<file path="src/sport_pf_pkg.sv">
// Shared constants, types and packet-building functions for the telemetry packet framer.
`timescale 1ns / 1ps
`default_nettype none
package sport_pf_pkg;

   localparam int PACKET_BYTES = 9;
   localparam int BYTE_W       = 8;
   localparam int PKT_W        = PACKET_BYTES * BYTE_W;
   localparam int CNT_W        = $clog2(PACKET_BYTES + 1);
   localparam int ID_W         = 5;
   localparam int FTYPE_W      = 8;
   localparam int APP_W        = 16;
   localparam int DATA_W       = 32;
   // Bytes 1 to 7 summed as plain integers need three bits above the byte.
   localparam int SUM_W        = BYTE_W + 3;
   localparam int BODY_BYTES   = PACKET_BYTES - 2;

   localparam logic [ID_W-1:0]   MAX_SENSOR_ID = ID_W'(8'h1B);
   localparam logic [BYTE_W-1:0] CHECK_BASE    = 8'hFF;

   typedef logic [CNT_W-1:0] count_type;

   localparam count_type CNT_ONE  = count_type'(1);
   localparam count_type CNT_FULL = count_type'(PACKET_BYTES);

   // A built packet travelling from the builder to the serialiser.
   typedef struct packed {
      logic             valid;
      logic             bad;
      logic [PKT_W-1:0] bytes;
   } pkt_type;

   // Sensor id with its three parity bits in bits 7 to 5.
   function automatic logic [BYTE_W-1:0] framed_id(input logic [ID_W-1:0] id);
      logic p5;
      logic p6;
      logic p7;
      p5 = id[0] ^ id[1] ^ id[2];
      p6 = id[2] ^ id[3] ^ id[4];
      p7 = id[0] ^ id[2] ^ id[4];
      return {p7, p6, p5, id};
   endfunction

   // End-around-carry sum of the seven body bytes, subtracted from 0xFF.
   // Summing first and folding the carries back twice gives the same
   // result as folding after every byte.
   function automatic logic [BYTE_W-1:0] check_byte(
      input logic [BODY_BYTES*BYTE_W-1:0] body
   );
      logic [SUM_W-1:0]  sum;
      logic [BYTE_W:0]   fold1;
      logic [BYTE_W-1:0] fold2;
      sum = '0;
      for (int i = 0; i < BODY_BYTES; i++) begin
         sum = sum + SUM_W'(body[i*BYTE_W +: BYTE_W]);
      end
      fold1 = (BYTE_W+1)'(sum[BYTE_W-1:0]) + (BYTE_W+1)'(sum[SUM_W-1:BYTE_W]);
      fold2 = fold1[BYTE_W-1:0] + BYTE_W'(fold1[BYTE_W]);
      return CHECK_BASE - fold2;
   endfunction

endpackage
`default_nettype wire

</file>
<file path="src/sport_pf_if.sv">
// Valid/ready channel interfaces for the request and response sides of the framer.
`timescale 1ns / 1ps
`default_nettype none
interface sport_pf_req_if;
   logic        valid;
   logic        ready;
   logic [4:0]  sensor_id;
   logic [7:0]  frame_type;
   logic [15:0] app_id;
   logic [31:0] data_value;

   modport source (output valid, output sensor_id, output frame_type,
                   output app_id, output data_value, input ready);
   modport sink   (input valid, input sensor_id, input frame_type,
                   input app_id, input data_value, output ready);
endinterface

interface sport_pf_rsp_if;
   logic       valid;
   logic       ready;
   logic [7:0] out_byte;
   logic       last;
   logic       bad_id;

   modport source (output valid, output out_byte, output last, output bad_id,
                   input ready);
   modport sink   (input valid, input out_byte, input last, input bad_id,
                   output ready);
endinterface
`default_nettype wire

</file>
<file path="src/sport_pf_build.sv">
// Input register and packet builder: captures one request and forms its nine packet bytes.
`timescale 1ns / 1ps
`default_nettype none
module sport_pf_build (
   input  logic                  clock,
   input  logic                  reset,
   sport_pf_req_if.sink          req_chan,
   output sport_pf_pkg::pkt_type pkt,
   input  logic                  pkt_take
);
   import sport_pf_pkg::*;

   logic                in_valid_ff;
   logic                in_valid_in;
   logic [ID_W-1:0]     id_ff;
   logic [FTYPE_W-1:0]  ftype_ff;
   logic [APP_W-1:0]    app_ff;
   logic [DATA_W-1:0]   data_ff;
   logic                accept;
   logic                bad;
   logic [BYTE_W-1:0]   chk;

   assign req_chan.ready = !in_valid_ff || pkt_take;
   assign accept         = req_chan.valid && req_chan.ready;

   always_comb begin
      if (accept) begin
         in_valid_in = 1'b1;
      end else if (pkt_take) begin
         in_valid_in = 1'b0;
      end else begin
         in_valid_in = in_valid_ff;
      end
   end

   always_ff @(posedge clock) begin
      if (reset) begin
         in_valid_ff <= 1'b0;
      end else begin
         in_valid_ff <= in_valid_in;
      end
   end

   always_ff @(posedge clock) begin
      if (accept) begin
         id_ff    <= req_chan.sensor_id;
         ftype_ff <= req_chan.frame_type;
         app_ff   <= req_chan.app_id;
         data_ff  <= req_chan.data_value;
      end
   end

   assign bad = id_ff > MAX_SENSOR_ID;
   assign chk = check_byte({data_ff, app_ff, ftype_ff});

   // Byte 0 sits in the least significant position.
   always_comb begin
      pkt.valid = in_valid_ff;
      pkt.bad   = bad;
      if (bad) begin
         pkt.bytes = '0;
      end else begin
         pkt.bytes = {chk, data_ff, app_ff, ftype_ff, framed_id(id_ff)};
      end
   end

endmodule
`default_nettype wire

</file>
<file path="src/sport_pf_ser.sv">
// Byte serialiser: shifts a built packet out one byte per transfer through a result register.
`timescale 1ns / 1ps
`default_nettype none
module sport_pf_ser (
   input  logic                  clock,
   input  logic                  reset,
   input  sport_pf_pkg::pkt_type pkt,
   output logic                  pkt_take,
   sport_pf_rsp_if.source        rsp_chan
);
   import sport_pf_pkg::*;

   logic [PKT_W-1:0]  shift_ff;
   logic [PKT_W-1:0]  shift_in;
   count_type         count_ff;
   count_type         count_in;
   logic              bad_ff;
   logic              bad_in;
   logic              rsp_valid_ff;
   logic              rsp_valid_in;
   logic [BYTE_W-1:0] rsp_byte_ff;
   logic              rsp_last_ff;
   logic              rsp_bad_ff;
   logic              out_adv;
   logic              emit;

   assign out_adv  = !rsp_valid_ff || rsp_chan.ready;
   assign emit     = out_adv && (count_ff != '0);
   // A new packet loads when the shifter is empty or gives up its final byte now.
   assign pkt_take = pkt.valid && ((count_ff == '0) || ((count_ff == CNT_ONE) && emit));

   always_comb begin
      shift_in = shift_ff;
      count_in = count_ff;
      bad_in   = bad_ff;
      if (pkt_take) begin
         shift_in = pkt.bytes;
         count_in = pkt.bad ? CNT_ONE : CNT_FULL;
         bad_in   = pkt.bad;
      end else if (emit) begin
         shift_in = shift_ff >> BYTE_W;
         count_in = count_ff - CNT_ONE;
      end
   end

   assign rsp_valid_in = emit || (rsp_valid_ff && !rsp_chan.ready);

   always_ff @(posedge clock) begin
      if (reset) begin
         count_ff     <= '0;
         rsp_valid_ff <= 1'b0;
      end else begin
         count_ff     <= count_in;
         rsp_valid_ff <= rsp_valid_in;
      end
   end

   always_ff @(posedge clock) begin
      shift_ff <= shift_in;
      bad_ff   <= bad_in;
      if (emit) begin
         rsp_byte_ff <= shift_ff[BYTE_W-1:0];
         rsp_last_ff <= (count_ff == CNT_ONE) && !bad_ff;
         rsp_bad_ff  <= bad_ff;
      end
   end

   assign rsp_chan.valid    = rsp_valid_ff;
   assign rsp_chan.out_byte = rsp_byte_ff;
   assign rsp_chan.last     = rsp_last_ff;
   assign rsp_chan.bad_id   = rsp_bad_ff;

endmodule
`default_nettype wire

</file>
<file path="src/sport_packet_framer_core.sv">
// Top level of the telemetry packet framer: request register, builder and byte serialiser.
//
// The request channel carries a sensor id, a frame type, an application id and a 32-bit
// value; a transfer takes place on a rising clock edge with valid and ready both high.
// Each request with an id from 0 to 27 produces nine response transfers of one byte each:
// the id with three parity bits, the frame type, the application id and the value (both
// low byte first), and finally a checksum byte, which alone carries last. A request with
// an id above 27 produces a single response with a zero byte and bad_id set.
// A request goes through the request and shift registers before its first byte reaches
// the response register. While ready is high, throughput is one response byte per cycle,
// so good requests are taken at one per nine bytes; this is set by the single byte-wide
// output register. The request register takes the next item while the serialiser still
// emits the previous packet, and the hand-over is in the same cycle as the final byte, so
// no slot is lost between packets. When the receiver holds ready low the response register
// keeps its byte, the serialiser pauses, and the request side fills and then drops ready.
// A synchronous reset empties the request register, the serialiser and the response
// register; nothing needs clearing beyond that, and requests are taken from the next cycle.
`timescale 1ns / 1ps
`default_nettype none
module sport_packet_framer_core (
   input  logic           clock,
   input  logic           reset,
   sport_pf_req_if.sink   req_chan,
   sport_pf_rsp_if.source rsp_chan
);
   import sport_pf_pkg::*;

   // Built packet between the two halves, and the serialiser's claim on it.
   pkt_type pkt;
   logic    pkt_take;

   // The builder holds one request and derives the whole packet from it combinationally.
   sport_pf_build u_build (
      .clock    (clock),
      .reset    (reset),
      .req_chan (req_chan),
      .pkt      (pkt),
      .pkt_take (pkt_take)
   );

   // The serialiser shifts the packet out through the response register.
   sport_pf_ser u_ser (
      .clock    (clock),
      .reset    (reset),
      .pkt      (pkt),
      .pkt_take (pkt_take),
      .rsp_chan (rsp_chan)
   );

endmodule
`default_nettype wire

</file>
<file path="src/flat_wrapper.sv">
// flat-port wrapper written by rule: the top's interface ports become plain ports
module sport_packet_framer_core_flat import sport_pf_pkg::*;
  (clock, reset, req_chan_valid, req_chan_sensor_id, req_chan_frame_type, req_chan_app_id, req_chan_data_value, req_chan_ready, rsp_chan_valid, rsp_chan_out_byte, rsp_chan_last, rsp_chan_bad_id, rsp_chan_ready);
  sport_pf_req_if req_chan_i ();
  sport_pf_rsp_if rsp_chan_i ();
  input  logic clock;
  input  logic reset;
  input wire logic [$bits(req_chan_i.valid)-1:0] req_chan_valid;
  input wire logic [$bits(req_chan_i.sensor_id)-1:0] req_chan_sensor_id;
  input wire logic [$bits(req_chan_i.frame_type)-1:0] req_chan_frame_type;
  input wire logic [$bits(req_chan_i.app_id)-1:0] req_chan_app_id;
  input wire logic [$bits(req_chan_i.data_value)-1:0] req_chan_data_value;
  output wire logic [$bits(req_chan_i.ready)-1:0] req_chan_ready;
  output wire logic [$bits(rsp_chan_i.valid)-1:0] rsp_chan_valid;
  output wire logic [$bits(rsp_chan_i.out_byte)-1:0] rsp_chan_out_byte;
  output wire logic [$bits(rsp_chan_i.last)-1:0] rsp_chan_last;
  output wire logic [$bits(rsp_chan_i.bad_id)-1:0] rsp_chan_bad_id;
  input wire logic [$bits(rsp_chan_i.ready)-1:0] rsp_chan_ready;
  assign req_chan_i.valid = req_chan_valid;
  assign req_chan_i.sensor_id = req_chan_sensor_id;
  assign req_chan_i.frame_type = req_chan_frame_type;
  assign req_chan_i.app_id = req_chan_app_id;
  assign req_chan_i.data_value = req_chan_data_value;
  assign req_chan_ready = req_chan_i.ready;
  assign rsp_chan_valid = rsp_chan_i.valid;
  assign rsp_chan_out_byte = rsp_chan_i.out_byte;
  assign rsp_chan_last = rsp_chan_i.last;
  assign rsp_chan_bad_id = rsp_chan_i.bad_id;
  assign rsp_chan_i.ready = rsp_chan_ready;
  sport_packet_framer_core u_core (.clock(clock), .reset(reset), .req_chan(req_chan_i), .rsp_chan(rsp_chan_i));
endmodule
</file>
<file path="config.mk">
export PLATFORM = sky130hd
export DESIGN_NAME = sport_packet_framer_core_flat
export DESIGN_NICKNAME = d
export VERILOG_FILES = /design/src/sport_pf_pkg.sv /design/src/sport_pf_if.sv /design/src/sport_pf_build.sv /design/src/sport_pf_ser.sv /design/src/sport_packet_framer_core.sv /design/src/flat_wrapper.sv
export SDC_FILE = /design/constraint.sdc
export NUM_CORES = 1
export LEC_CHECK = 0
export BUFFER_PORTS_ARGS = -buffer_cell sky130_fd_sc_hd__buf_4
export CAP_MARGIN = 25
export CORE_MARGIN = 2
export CORE_UTILIZATION = 35
export CTS_BUF_LIST = sky130_fd_sc_hd__clkbuf_2 sky130_fd_sc_hd__clkbuf_4 sky130_fd_sc_hd__clkbuf_8
export DETAILED_ROUTE_END_ITERATION = 10
export GPL_ROUTABILITY_DRIVEN = 0
export PLACE_DENSITY = 0.53
export SLEW_MARGIN = 0
export SYNTH_ARGS = -nofsm -noshare
export SYNTH_HDL_FRONTEND = slang
export SYNTH_SLANG_ARGS = --single-unit
</file>
<file path="constraint.sdc">
create_clock -name clock -period 8.1 [get_ports clock]
set_input_delay 2.43 -clock clock [delete_from_list [all_inputs] [get_ports clock]]
set_output_delay 2.43 -clock clock [all_outputs]
set_load 0.05 [all_outputs]
</file>
# == Word level (Yosys, flattened, before mapping) ==
# Cells that the tools add are included.
# word_totals
elab_cells,56
output_inout_bits,12
input_bits,65
register_bits,150
# classes
bitwise_logic,6
add_sub_neg,10
order_cmp,1
mux,8
eq_ne,1
reduce_logical,18
# ops
cell,count
$mux 72,3
$add 11x8->11,3
$mux 4,3
$add 10x8->11,1
$add 9x8->10,1
$add 8x3->9,1
$add 8x8->9,1
$add 8x1->8,1
$sub 8x8->8 const A,1
$logic_and 1x1->1,6
$xor 1x1->1,6
$gt 5x5->1 const B,1
$eq 4x1->1 const B,1
$logic_not 1->1,4
$logic_not 4->1,1
$logic_or 1x1->1,4
$reduce_bool 2->1,2
$reduce_bool 4->1,1
$sub 4x1->4 const B,1
$mux 1,2

# == Longest topological paths before layout ==
# Gate-level depths: netlist of the first run.
# logic_depth
ltp_word,11
ltp_mapped,29

# == By module ==
# From an unflattened synthesis of the first run, not the netlist that was laid out.
# unflattened
cells_unflattened,548
area_unflattened_um2,7837.5
# modules_own_cells
module,instances,area_each_um2,cells_per_inst,seq_area_each_um2
sport_pf_build,1,4083.9,354,1851.8
sport_pf_ser,1,3753.6,194,2592.5

# == Worst setup path before layout of the first run ==
# No wires, ideal clock.
# synth_path
kind,register -> register
start,reg u_core.u_build.ftype_ff[4]
end,reg u_core.u_ser.shift_ff[70] (data pin)
path_stages_with_launch,30
arrival_ps,5890
path_slack_ps,1952
setup_ps,257
n_path_buf,0
synth_period_minus_slack_ps,6148
required_ps,7843
path_cell_list,edfxtp_1 inv_1 fa_1 inv_1 fa_1 fa_1 inv_1 fa_1 inv_1 ha_1 a21oi_1 nor2b_1 o31ai_2 nand2b_1 a21oi_1 xnor2_1 ha_1 inv_1 fa_1 nand2b_1 a21oi_1 nand2_1 nor3_1 ha_1 ha_1 nand2_1 nor3_2 o2111ai_1 xnor2_1 nor2_1
# synth_via
elab_chain_len,11
# synth_rtl
item,line,source
"start, declared",sport_pf_build.sv:16,logic [FTYPE_W-1:0] ftype_ff;
"start signal, assigned",sport_pf_build.sv:47,ftype_ff <= req_chan.frame_type;
$add 8x8->9,sport_pf_pkg.sv:55,sum = sum + SUM_W'(body[i*BYTE_W +: BYTE_W]);
$add 9x8->10,sport_pf_pkg.sv:55,
$add 10x8->11,sport_pf_pkg.sv:55,
$add 11x8->11 (3 in series),sport_pf_pkg.sv:55,
$add 8x3->9,sport_pf_pkg.sv:57,fold1 = (BYTE_W+1)'(sum[BYTE_W-1:0]) + (BYTE_W+1)'(sum[SUM_W-1:BYTE_W]);
$add 8x1->8,sport_pf_pkg.sv:58,fold2 = fold1[BYTE_W-1:0] + BYTE_W'(fold1[BYTE_W]);
$sub 8x8->8,sport_pf_pkg.sv:59,return CHECK_BASE - fold2;
$mux 72,sport_pf_build.sv:60,if (bad) begin
$mux 72,sport_pf_ser.sv:36,if (pkt_take) begin
"end signal, assigned",sport_pf_ser.sv:59,shift_ff <= shift_in;
"end, declared",sport_pf_ser.sv:13,logic [PKT_W-1:0] shift_ff;
# No other way between the ends.
# A chain may end at the register's enable or synchronous reset.

# == Final worst setup path of the first run ==
# Same ends and word-level chain as after synthesis.

==> out/results.tsv, run 1 <==
stage	metric	value	unit
synthesis	Post-Synth XOR/XNOR Area	2.14	%
synthesis	largest family of logic cells by synthesized area	adder cells	
synthesis	Synth Area in Compound Gates	6.82	%
critical_path	slowest cell on the critical path	fa_1	
synthesis	Synth Instances	582	
timing	minimum clock period	6.71	ns
cells_and_area	synthesis-to-finish area growth	17.1	%
routing	post-route ant nets	0	
synthesis	Synth top area share	58.6	%
clock_network	post-CTS sizing	0	
clock_network	Post-CTS Setup Bufs	0	
synthesis	sequential fraction of the synthesis area	60.3	%
critical_path	Setup crit start kind	register	
timing	Fmax	149	MHz
synthesis	simple-gate share of the synthesized area	10.2	%
routing	detailed-route DRC error count	0	
die	die area	0.0222	sq mm
synthesis	Yosys top cell by area	edfxtp_1	
clock_network	CTS Sinks	150	
clock_network	CTS max path bufs	2	
timing	setup TNS	0	ns
critical_path	crit path max fanout	4	
synthesis	Ys Warns	0	
global_routing	GR Overflow Total	0	
cells_and_area	commonest non-fill, non-tap cell in the layout	edfxtp_1	
synthesis	Yosys reg bits	150	
global_routing	first-pass GRT wire length	23700	um
run	max-cap check violation count	0	
die	io pins	77	
synthesis	syn_nets	709	
routing	first-pass iteration count of the detailed router	5	
hold_path	Min-Delay Path Class	register to register	
timing	Slew @ Worst Pin	0.861	ns
die	die width	149	um
die	Die Y	149	um
critical_path	WP data required	8.31	ns
cells_and_area	Diodes inserted	0	
cells_and_area	share of post-route cells with drive strength above 1	18.6	%
routing	drt initial violations	247	
die	Core Area	0.0208	sq mm
synthesis	post-synthesis adder-cell area fraction	14.5	%
clock_network	Num CTS Buffers	17	
global_routing	GR Util All Layers	13.9	%
synthesis	post-synthesis mux area share	0	%
critical_path	Critical Path End Type	register	
timing	Final Skew	0.00934	ns
global_routing	pin count of the biggest net entering global routing	73	
synthesis	synthesized area	0.00737	sq mm
placed_design	number of port buffers	76	
critical_path	max incr delay on CP	0.56	ns
routing	detailed-route via count	4346	
timing	unrepaired setup endpoints after global routing	false	
die	# rows	53	
synthesis	Mean Syn Cell Area	12.7	sq um
cells_and_area	nets	787	
critical_path	Crit Path Category	register to register	
clock_network	TritonCTS clock tree	yes	
timing	Final period util	82.8	%
synthesis	Yosys cell types	45	
cells_and_area	commonest cells after routing, fill and taps aside	edfxtp_1, nand2_1, inv_1	
die	initial cell density of the core	35.4	%
global_routing	vias in the first global route	4552	
routing	wire length per cell	15.1	um
global_routing	initial antenna violation count	0	
critical_path	R2R Setup Slk	1.39	ns
timing	Pins Over Slew Limit	0	
timing	final hold vios	0	
clock_network	CTS Hold Buffers Added	0	
clock_network	Clock Tree Root	clkbuf_8	
timing	final setup fails	0	
routing	Total Wirelength	14300	um
routing	vias per std cell	4.59	
run_status	outcome	finished, final reports clean	
clock_network	Worst-Skew Late Latency	0.45	ns
clock_network	clk slew on worst S/H paths	0.08	ns
clock_network	H-tree Lvls	4	
critical_path	WP data arrival	6.91	ns
timing	slew margin rel.	42.6	%
synthesis	top cells by area, synth	edfxtp_1, fa_1, nand2_1	
placed_design	hpwl dp	9660	um
final timing paths:
kind / cells past startpoint / endpoint / startpoint
worst max-delay path: 29 / u_core.u_ser.shift_ff[70] / u_core.u_build.ftype_ff[4]
worst min-delay path: 0 / u_core.u_ser.rsp_chan.out_byte[2] / u_core.u_ser.shift_ff[2]
worst max register to register: 29 / u_core.u_ser.shift_ff[70] / u_core.u_build.ftype_ff[4]
worst min register to register: 0 / u_core.u_ser.rsp_chan.out_byte[2] / u_core.u_ser.shift_ff[2]
stage by stage:
step / utilization [%] / hold WS, ns / cells / worst slack, ns / area [sq um]
2_1_floorplan: - / 0.400 / 582 / 1.95 / 7370
3_3_place_gp: 39.5 / 0.403 / 915 / 1.66 / 8230
3_5_place_dp: 39.5 / 0.405 / 915 / 1.47 / 8230
4_1_cts: 41.4 / 0.423 / 946 / 1.40 / 8610
5_1_grt: 41.5 / 0.427 / 947 / 0.718 / 8630
6_report: 41.5 / 0.421 / 947 / 1.39 / 8630
cells by family (layout without fill, tap and decap cells):
| logic type | after synthesis | in the layout |
|---|---|---|
| flops | 150 | 150 |
| compound gates | 70 | 70 |
| xor+xnor | 18 | 18 |
| fa+ha+maj | 62 | 62 |
| simple gates | 168 | 168 |
| buf+inv | 114 | 204 |
registers in the layout (all words and copies together), names as in the netlist:
signal	count
u_core.u_ser.rsp_chan.last	1
u_core.u_build.ftype_ff	8
u_core.u_build.app_ff	16
u_core.u_build.data_ff	32
u_core.u_ser.rsp_chan.valid	1
u_core.u_ser.bad_ff	1
u_core.u_build.in_valid_ff	1
u_core.u_ser.rsp_chan.bad_id	1
u_core.u_ser.shift_ff	72
u_core.u_ser.rsp_chan.out_byte	8
u_core.u_build.id_ff	5
u_core.u_ser.count_ff	4
final cells by class:
type	instances	area [sq um]
clock buffer	19	249
clock inverter	12	136
fill	2016	12200
inverter	93	349
multi-input combinational	318	2500
sequential	150	4440
tap	275	344
timing repair buffer	80	613
per-layer routing:
layer  track usage [%]  part of all wire (%)  vias to the layer above
met4              3.52                  0.86                        0
met5                 0                     0                        -
met3              3.79                   5.0                       13
met1              19.1                    47                     2106
met2              22.1                    47                       91
li1                  -                     -                     2136
critical path, delay by kind of cell (launching register included):
kind	cells	cell delay, ns
AO/OA/AOI/OAI	5	1.04
XOR/XNOR	2	0.33
AND/OR/NAND/NOR	8	1.02
flip-flops	1	0.35
buffers and inverters	5	0.30
adder cells (fa/ha/maj)	9	3.42
synth_stat cells, drive strengths merged:
| cell | number |
|---|---|
| a2111oi | 1 |
| a211oi | 1 |
| a21boi | 1 |
| a21o | 3 |
| a21oi | 16 |
| a221oi | 1 |
| a31oi | 1 |
| and2 | 2 |
| and3 | 1 |
| and4 | 1 |
| buf | 15 |
| clkbuf | 6 |
| dfxtp | 6 |
| edfxtp | 144 |
| fa | 39 |
| ha | 23 |
| inv | 93 |
| nand2 | 101 |
| nand2b | 6 |
| nand3 | 29 |
| nand4 | 1 |
| nor2 | 12 |
| nor2b | 2 |
| nor3 | 8 |
| nor4b | 1 |
| o2111ai | 1 |
| o211a | 1 |
| o21a | 1 |
| o21ai | 4 |
| o31ai | 39 |
| or2 | 2 |
| or3 | 1 |
| or4 | 1 |
| xnor2 | 13 |
| xor2 | 5 |
Power of run 1 is left out: the tool's default activity adds up to more than one toggle a clock period on the data nets, which glitch-free logic cannot reach.
==> run 2, diff against run 1 <==
Settings changed: PLACE_DENSITY 0.53 to 0.55.
Clock period 8.1 ns to 5.68 ns, I/O delays scaled along.
==> out/results.tsv, run 2 (synthesis results as in run 1) <==
stage	metric	value	unit
critical_path	max incr delay on CP	0.53	ns
global_routing	first-pass GRT wire length	23500	um
routing	vias per std cell	4.62	
timing	unrepaired setup endpoints after global routing	true	
global_routing	GRT busiest layer	met2	
clock_network	Worst-Skew Late Latency	0.44	ns
cells_and_area	Layout fillers	1981	
global_routing	pin count of the biggest net entering global routing	105	
clock_network	CTS Sinks	150	
global_routing	GR Util met1	17.9	%
timing	slew margin rel.	31.2	%
routing	wire length per cell	14.8	um
die	Die Y	149	um
timing	Final period util	108	%
clock_network	Num CTS Buffers	17	
global_routing	GR Layer Usage met3	3.55	%
cells_and_area	largest registers	u_core.u_ser.shift_ff: 72 flops, u_core.u_build.data_ff: 32 flops, u_core.u_build.app_ff: 16 flops	
placed_design	number of port buffers	76	
clock_network	clk slew on worst S/H paths	0.08	ns
timing	Final Skew	0.0130	ns
die	die area	0.0222	sq mm
cells_and_area	Reg with most FFs	u_core.u_ser.shift_ff	
cells_and_area	commonest cells after routing, fill and taps aside	edfxtp_1, buf_4, nand2_1	
cells_and_area	area occupied by registers	0.00444	sq mm
routing	Total Wirelength	14600	um
global_routing	GR Util All Layers	13.8	%
timing	Pins Over Slew Limit	0	
critical_path	slowest cell on the critical path	fa_1	
global_routing	initial antenna violation count	0	
timing	final worst slack	-0.431	ns
global_routing	GR Overflow Total	0	
routing	first-pass iteration count of the detailed router	4	
critical_path	delay-heaviest family, CP	adder cells	
die	# rows	53	
timing	Slew @ Worst Pin	1.03	ns
clock_network	Clock Tree Root	clkbuf_8	
critical_path	WP data required	5.87	ns
die	Core Area	0.0208	sq mm
placed_design	hpwl dp	10200	um
cells_and_area	commonest non-fill, non-tap cell in the layout	edfxtp_1	
run_status	outcome	complete, but fails checks	
cells_and_area	synthesis-to-finish area growth	23.8	%
hold_path	Min-Delay Path Class	register to register	
cells_and_area	Diodes inserted	0	
routing	drt initial violations	314	
die	io pins	77	
run_status	failing checks	negative setup slack	
cells_and_area	max reg flops	72	
timing	Fmax	164	MHz
routing	post-route ant nets	0	
clock_network	TritonCTS clock tree	yes	
routing	detailed-route via count	4537	
timing	final hold vios	0	
critical_path	Critical Path End Type	register	
die	initial cell density of the core	35.4	%
die	die width	149	um
critical_path	crit path max fanout	3	
clock_network	H-tree Lvls	4	
clock_network	CTS max path bufs	2	
critical_path	CP dominant cell by count	fa_1	
global_routing	vias in the first global route	4660	
run	max-cap check violation count	0	
timing	final setup fails	6	
routing	detailed-route DRC error count	0	
critical_path	Bufs and invs on worst path	6	
cells_and_area	nets	822	
timing	minimum clock period	6.11	ns
critical_path	Crit Path Category	register to register	
cells_and_area	Multi-input gate area	0.00263	sq mm
critical_path	Setup crit start kind	register	
critical_path	WP data arrival	6.30	ns
cells_and_area	share of post-route cells with drive strength above 1	26.0	%
timing	setup TNS	-1.72	ns
global_routing	M2 GR Usage	22.8	%
[run 2: through the flow]
stage | cells | setup WS [ns] | util [%] | hold WS (ns) | instance area (sq um)
detailed placement | 945 | -0.485 | 41.1 | 0.405 | 8560
global placement | 944 | -0.315 | 41.0 | 0.404 | 8540
CTS | 979 | -0.402 | 43.7 | 0.423 | 9100
finish | 982 | -0.431 | 43.9 | 0.422 | 9130
global route | 982 | -0.682 | 43.9 | 0.427 | 9130
floorplan | 582 | -0.165 | - | 0.400 | 7470
[run 2: layout make-up]
| cell class | instances | share of cell area, % |
|---|---|---|
| tap | 275 | 3.77 |
| multi-input combinational | 318 | 28.7 |
| clock buffer | 18 | 2.64 |
| clock inverter | 13 | 2.75 |
| sequential | 150 | 48.7 |
| inverter | 93 | 3.82 |
| timing repair buffer | 115 | 9.59 |
[run 2: layer usage]
layer / share of wire (%) / vias to the layer above
li1: - / 2209
met1: 45 / 2219
met2: 50 / 98
met3: 4.2 / 11
met4: 0.98 / 0
met5: 0 / -
[run 2: worst paths after layout]
path	depth (start not counted)	start	slack, ns	endpoint
min reg2reg	0	u_core.u_ser.shift_ff[2]	0.42	u_core.u_ser.rsp_chan.out_byte[2]
max reg2reg	25	u_core.u_build.app_ff[10]	-0.43	u_core.u_ser.shift_ff[71]
min	0	u_core.u_ser.shift_ff[2]	0.42	u_core.u_ser.rsp_chan.out_byte[2]
max	25	u_core.u_build.app_ff[10]	-0.43	u_core.u_ser.shift_ff[71]
[run 2: timing repair]
| item | in CTS | in global routing |
|---|---|---|
| hold endpoints to repair | 0 | 0 |
| gates resized for setup | 6 | 1 |
| hold buffers | 0 | 0 |
| setup endpoints to repair | 7 | 8 |
| setup buffers | 3 | 3 |
| pin swaps | 8 | 0 |
[run 2: worst reg2reg max path, stage by stage, from the launching register on]
cell	delay, ns
edfxtp_1	0.34
inv_2	0.05
fa_1	0.53
inv_1	0.05
fa_1	0.53
fa_1	0.46
fa_1	0.51
ha_1	0.29
a21o_1	0.17
and4_4	0.16
o31ai_4	0.23
nand2b_1	0.10
a21oi_2	0.17
xnor2_1	0.14
ha_2	0.21
inv_2	0.04
fa_2	0.36
buf_4	0.14
buf_4	0.12
buf_4	0.13
xnor2_1	0.33
nand3_1	0.18
nor2_1	0.13
o21ai_1	0.12
a211oi_1	0.29
nor3_2	0.08
Power of run 2 is left out for the same reason.
==> run 3, diff against run 2 <==
Settings changed: CORE_UTILIZATION 35 to 55, PLACE_DENSITY 0.55 to 0.79, SLEW_MARGIN 0 to 20, TNS_END_PERCENT set to 1.
==> out/results.tsv, run 3 (synthesis results as in run 1) <==
stage	metric	value	unit
run_status	outcome	complete, but fails checks	
run_status	failing checks	negative setup slack	
critical_path	WP data arrival	6.33	ns
hold_path	Hold EP	u_core.u_ser.rsp_chan.out_byte[0]	
die	die area	0.0143	sq mm
clock_network	Worst-Skew Late Latency	0.45	ns
global_routing	first-pass GRT wire length	23300	um
cells_and_area	commonest non-fill, non-tap cell in the layout	edfxtp_1	
timing	Final Skew	0.0158	ns
critical_path	worst reg2reg endpoint	u_core.u_ser.shift_ff[71]	
clock_network	CTS Sinks	150	
global_routing	GR Util All Layers	21.3	%
cells_and_area	share of post-route cells with drive strength above 1	25.2	%
critical_path	crit path max fanout	3	
clock_network	Num CTS Buffers	17	
global_routing	GRT busiest layer	met2	
timing	Pins Over Slew Limit	0	
routing	drt initial violations	421	
routing	post-route ant nets	0	
die	io pins	77	
global_routing	M2 GR Usage	36.2	%
clock_network	clk slew on worst S/H paths	0.08	ns
routing	detailed-route via count	4677	
routing	Total Wirelength	14400	um
routing	wire length per cell	16.5	um
timing	Final period util	108	%
die	Die Y	120	um
timing	final hold vios	0	
clock_network	H-tree Lvls	4	
die	initial cell density of the core	55.9	%
run	max-cap check violation count	0	
routing	detailed-route DRC error count	0	
cells_and_area	largest registers	u_core.u_ser.shift_ff: 72 flops, u_core.u_build.data_ff: 32 flops, u_core.u_build.app_ff: 16 flops	
global_routing	vias in the first global route	4830	
global_routing	GR Util met1	26.7	%
timing	slew margin rel.	32.3	%
routing	first-pass iteration count of the detailed router	5	
critical_path	Setup crit start	u_core.u_build.ftype_ff[2]	
global_routing	pin count of the biggest net entering global routing	105	
cells_and_area	Layout fillers	943	
placed_design	placed cell area	0.00842	sq mm
die	# rows	42	
cells_and_area	commonest cells after routing, fill and taps aside	edfxtp_1, buf_4, nand2_1	
cells_and_area	synthesis-to-finish area growth	20.0	%
timing	Fmax	163	MHz
timing	unrepaired setup endpoints after global routing	true	
cells_and_area	nets	815	
clock_network	TritonCTS clock tree	yes	
critical_path	R2R Setup Slk	-0.45	ns
timing	minimum clock period	6.13	ns
critical_path	WP data required	5.87	ns
critical_path	RR Startpoint	u_core.u_build.ftype_ff[2]	
die	Core Area	0.0132	sq mm
critical_path	Worst R2R Path Depth	26	
global_routing	GR Overflow Total	0	
global_routing	initial antenna violation count	0	
timing	final setup fails	6	
critical_path	Critical Path End Type	register	
placed_design	hpwl dp	10000	um
timing	setup TNS	-1.77	ns
hold_path	Min-Delay Startpoint	u_core.u_ser.shift_ff[0]	
cells_and_area	max reg flops	72	
cells_and_area	Reg with most FFs	u_core.u_ser.shift_ff	
timing	Slew @ Worst Pin	1.02	ns
critical_path	Setup crit start kind	register	
die	die width	120	um
hold_path	Hold Path Depth	0	
cells_and_area	fin util	67.1	%
hold_path	Min-Delay Path Class	register to register	
routing	vias per std cell	5.33	
cells_and_area	Diodes inserted	0	
global_routing	GR Layer Usage met3	5.56	%
cells_and_area	post-route cell area	0.00885	sq mm
timing	final worst slack	-0.455	ns
clock_network	Clock Tree Root	clkbuf_8	
critical_path	Crit Path Category	register to register	
placed_design	number of port buffers	76	
clock_network	CTS max path bufs	2	
## run 3: critical path, stage by stage, from the launching register on
cell and delay [ns]:
edfxtp_1 0.37, inv_2 0.05, fa_1 0.55, inv_2 0.04
fa_1 0.48, fa_1 0.54, fa_1 0.45, ha_1 0.29
a21o_1 0.18, and4_4 0.16, o31ai_4 0.24, nand2b_1 0.10
a21oi_2 0.16, xnor2_1 0.14, ha_2 0.21, inv_2 0.04
fa_2 0.36, nand2b_4 0.16, a21oi_4 0.14, nand2_2 0.08
nor3_2 0.15, ha_2 0.23, nand3_1 0.11, nor2_1 0.16
o21ai_1 0.13, a211oi_1 0.30, nor3_2 0.08
## run 3: cell type report
type                       instances  area [sq um]  share of cell area (%)
tap                              176           220                    2.49
multi-input combinational        318          2620                    29.6
clock inverter                    14           136                    1.54
sequential                       150          4440                    50.2
timing repair buffer             108           843                    9.53
inverter                          93           349                    3.94
clock buffer                      18           241                    2.73
## run 3: worst max path at each step
stage | endpoint | slack (ns) | depth (start not counted)
2_1_floorplan | u_core.u_ser.shift_ff[70] | -0.16 | 27
3_3_place_gp | u_core.u_ser.shift_ff[70] | -0.28 | 28
3_5_place_dp | u_core.u_ser.shift_ff[68] | -0.46 | 28
4_1_cts | u_core.u_ser.shift_ff[68] | -0.44 | 28
5_1_grt | u_core.u_ser.shift_ff[71] | -0.75 | 26
6_report | u_core.u_ser.shift_ff[71] | -0.45 | 26
## run 3: stage by stage
| stage | hold WS, ns | setup slack [ns] | std cells |
|---|---|---|---|
| 3_3_place_gp | 0.401 | -0.281 | 844 |
| 3_5_place_dp | 0.409 | -0.464 | 844 |
| 6_report | 0.427 | -0.455 | 877 |
| 5_1_grt | 0.431 | -0.751 | 877 |
| 2_1_floorplan | 0.400 | -0.165 | 582 |
| 4_1_cts | 0.427 | -0.438 | 876 |
## run 3: metal layers
| layer | vias up | wire length, um | share of wire (%) |
|---|---|---|---|
| li1 | 2198 | - | - |
| met1 | 2281 | 5840 | 40 |
| met2 | 169 | 7450 | 52 |
| met3 | 29 | 802 | 5.6 |
| met4 | 0 | 329 | 2.3 |
| met5 | - | 0 | 0 |
## run 3: repair_timing
action,CTS,global route
pin swaps,2,0
setup buffers,0,0
endpoints found under the hold margin,0,0
hold buffers,0,0
gates cloned,0,0
gates resized for setup,1,6
setup endpoints to repair,6,8
Power of run 3 is left out for the same reason.
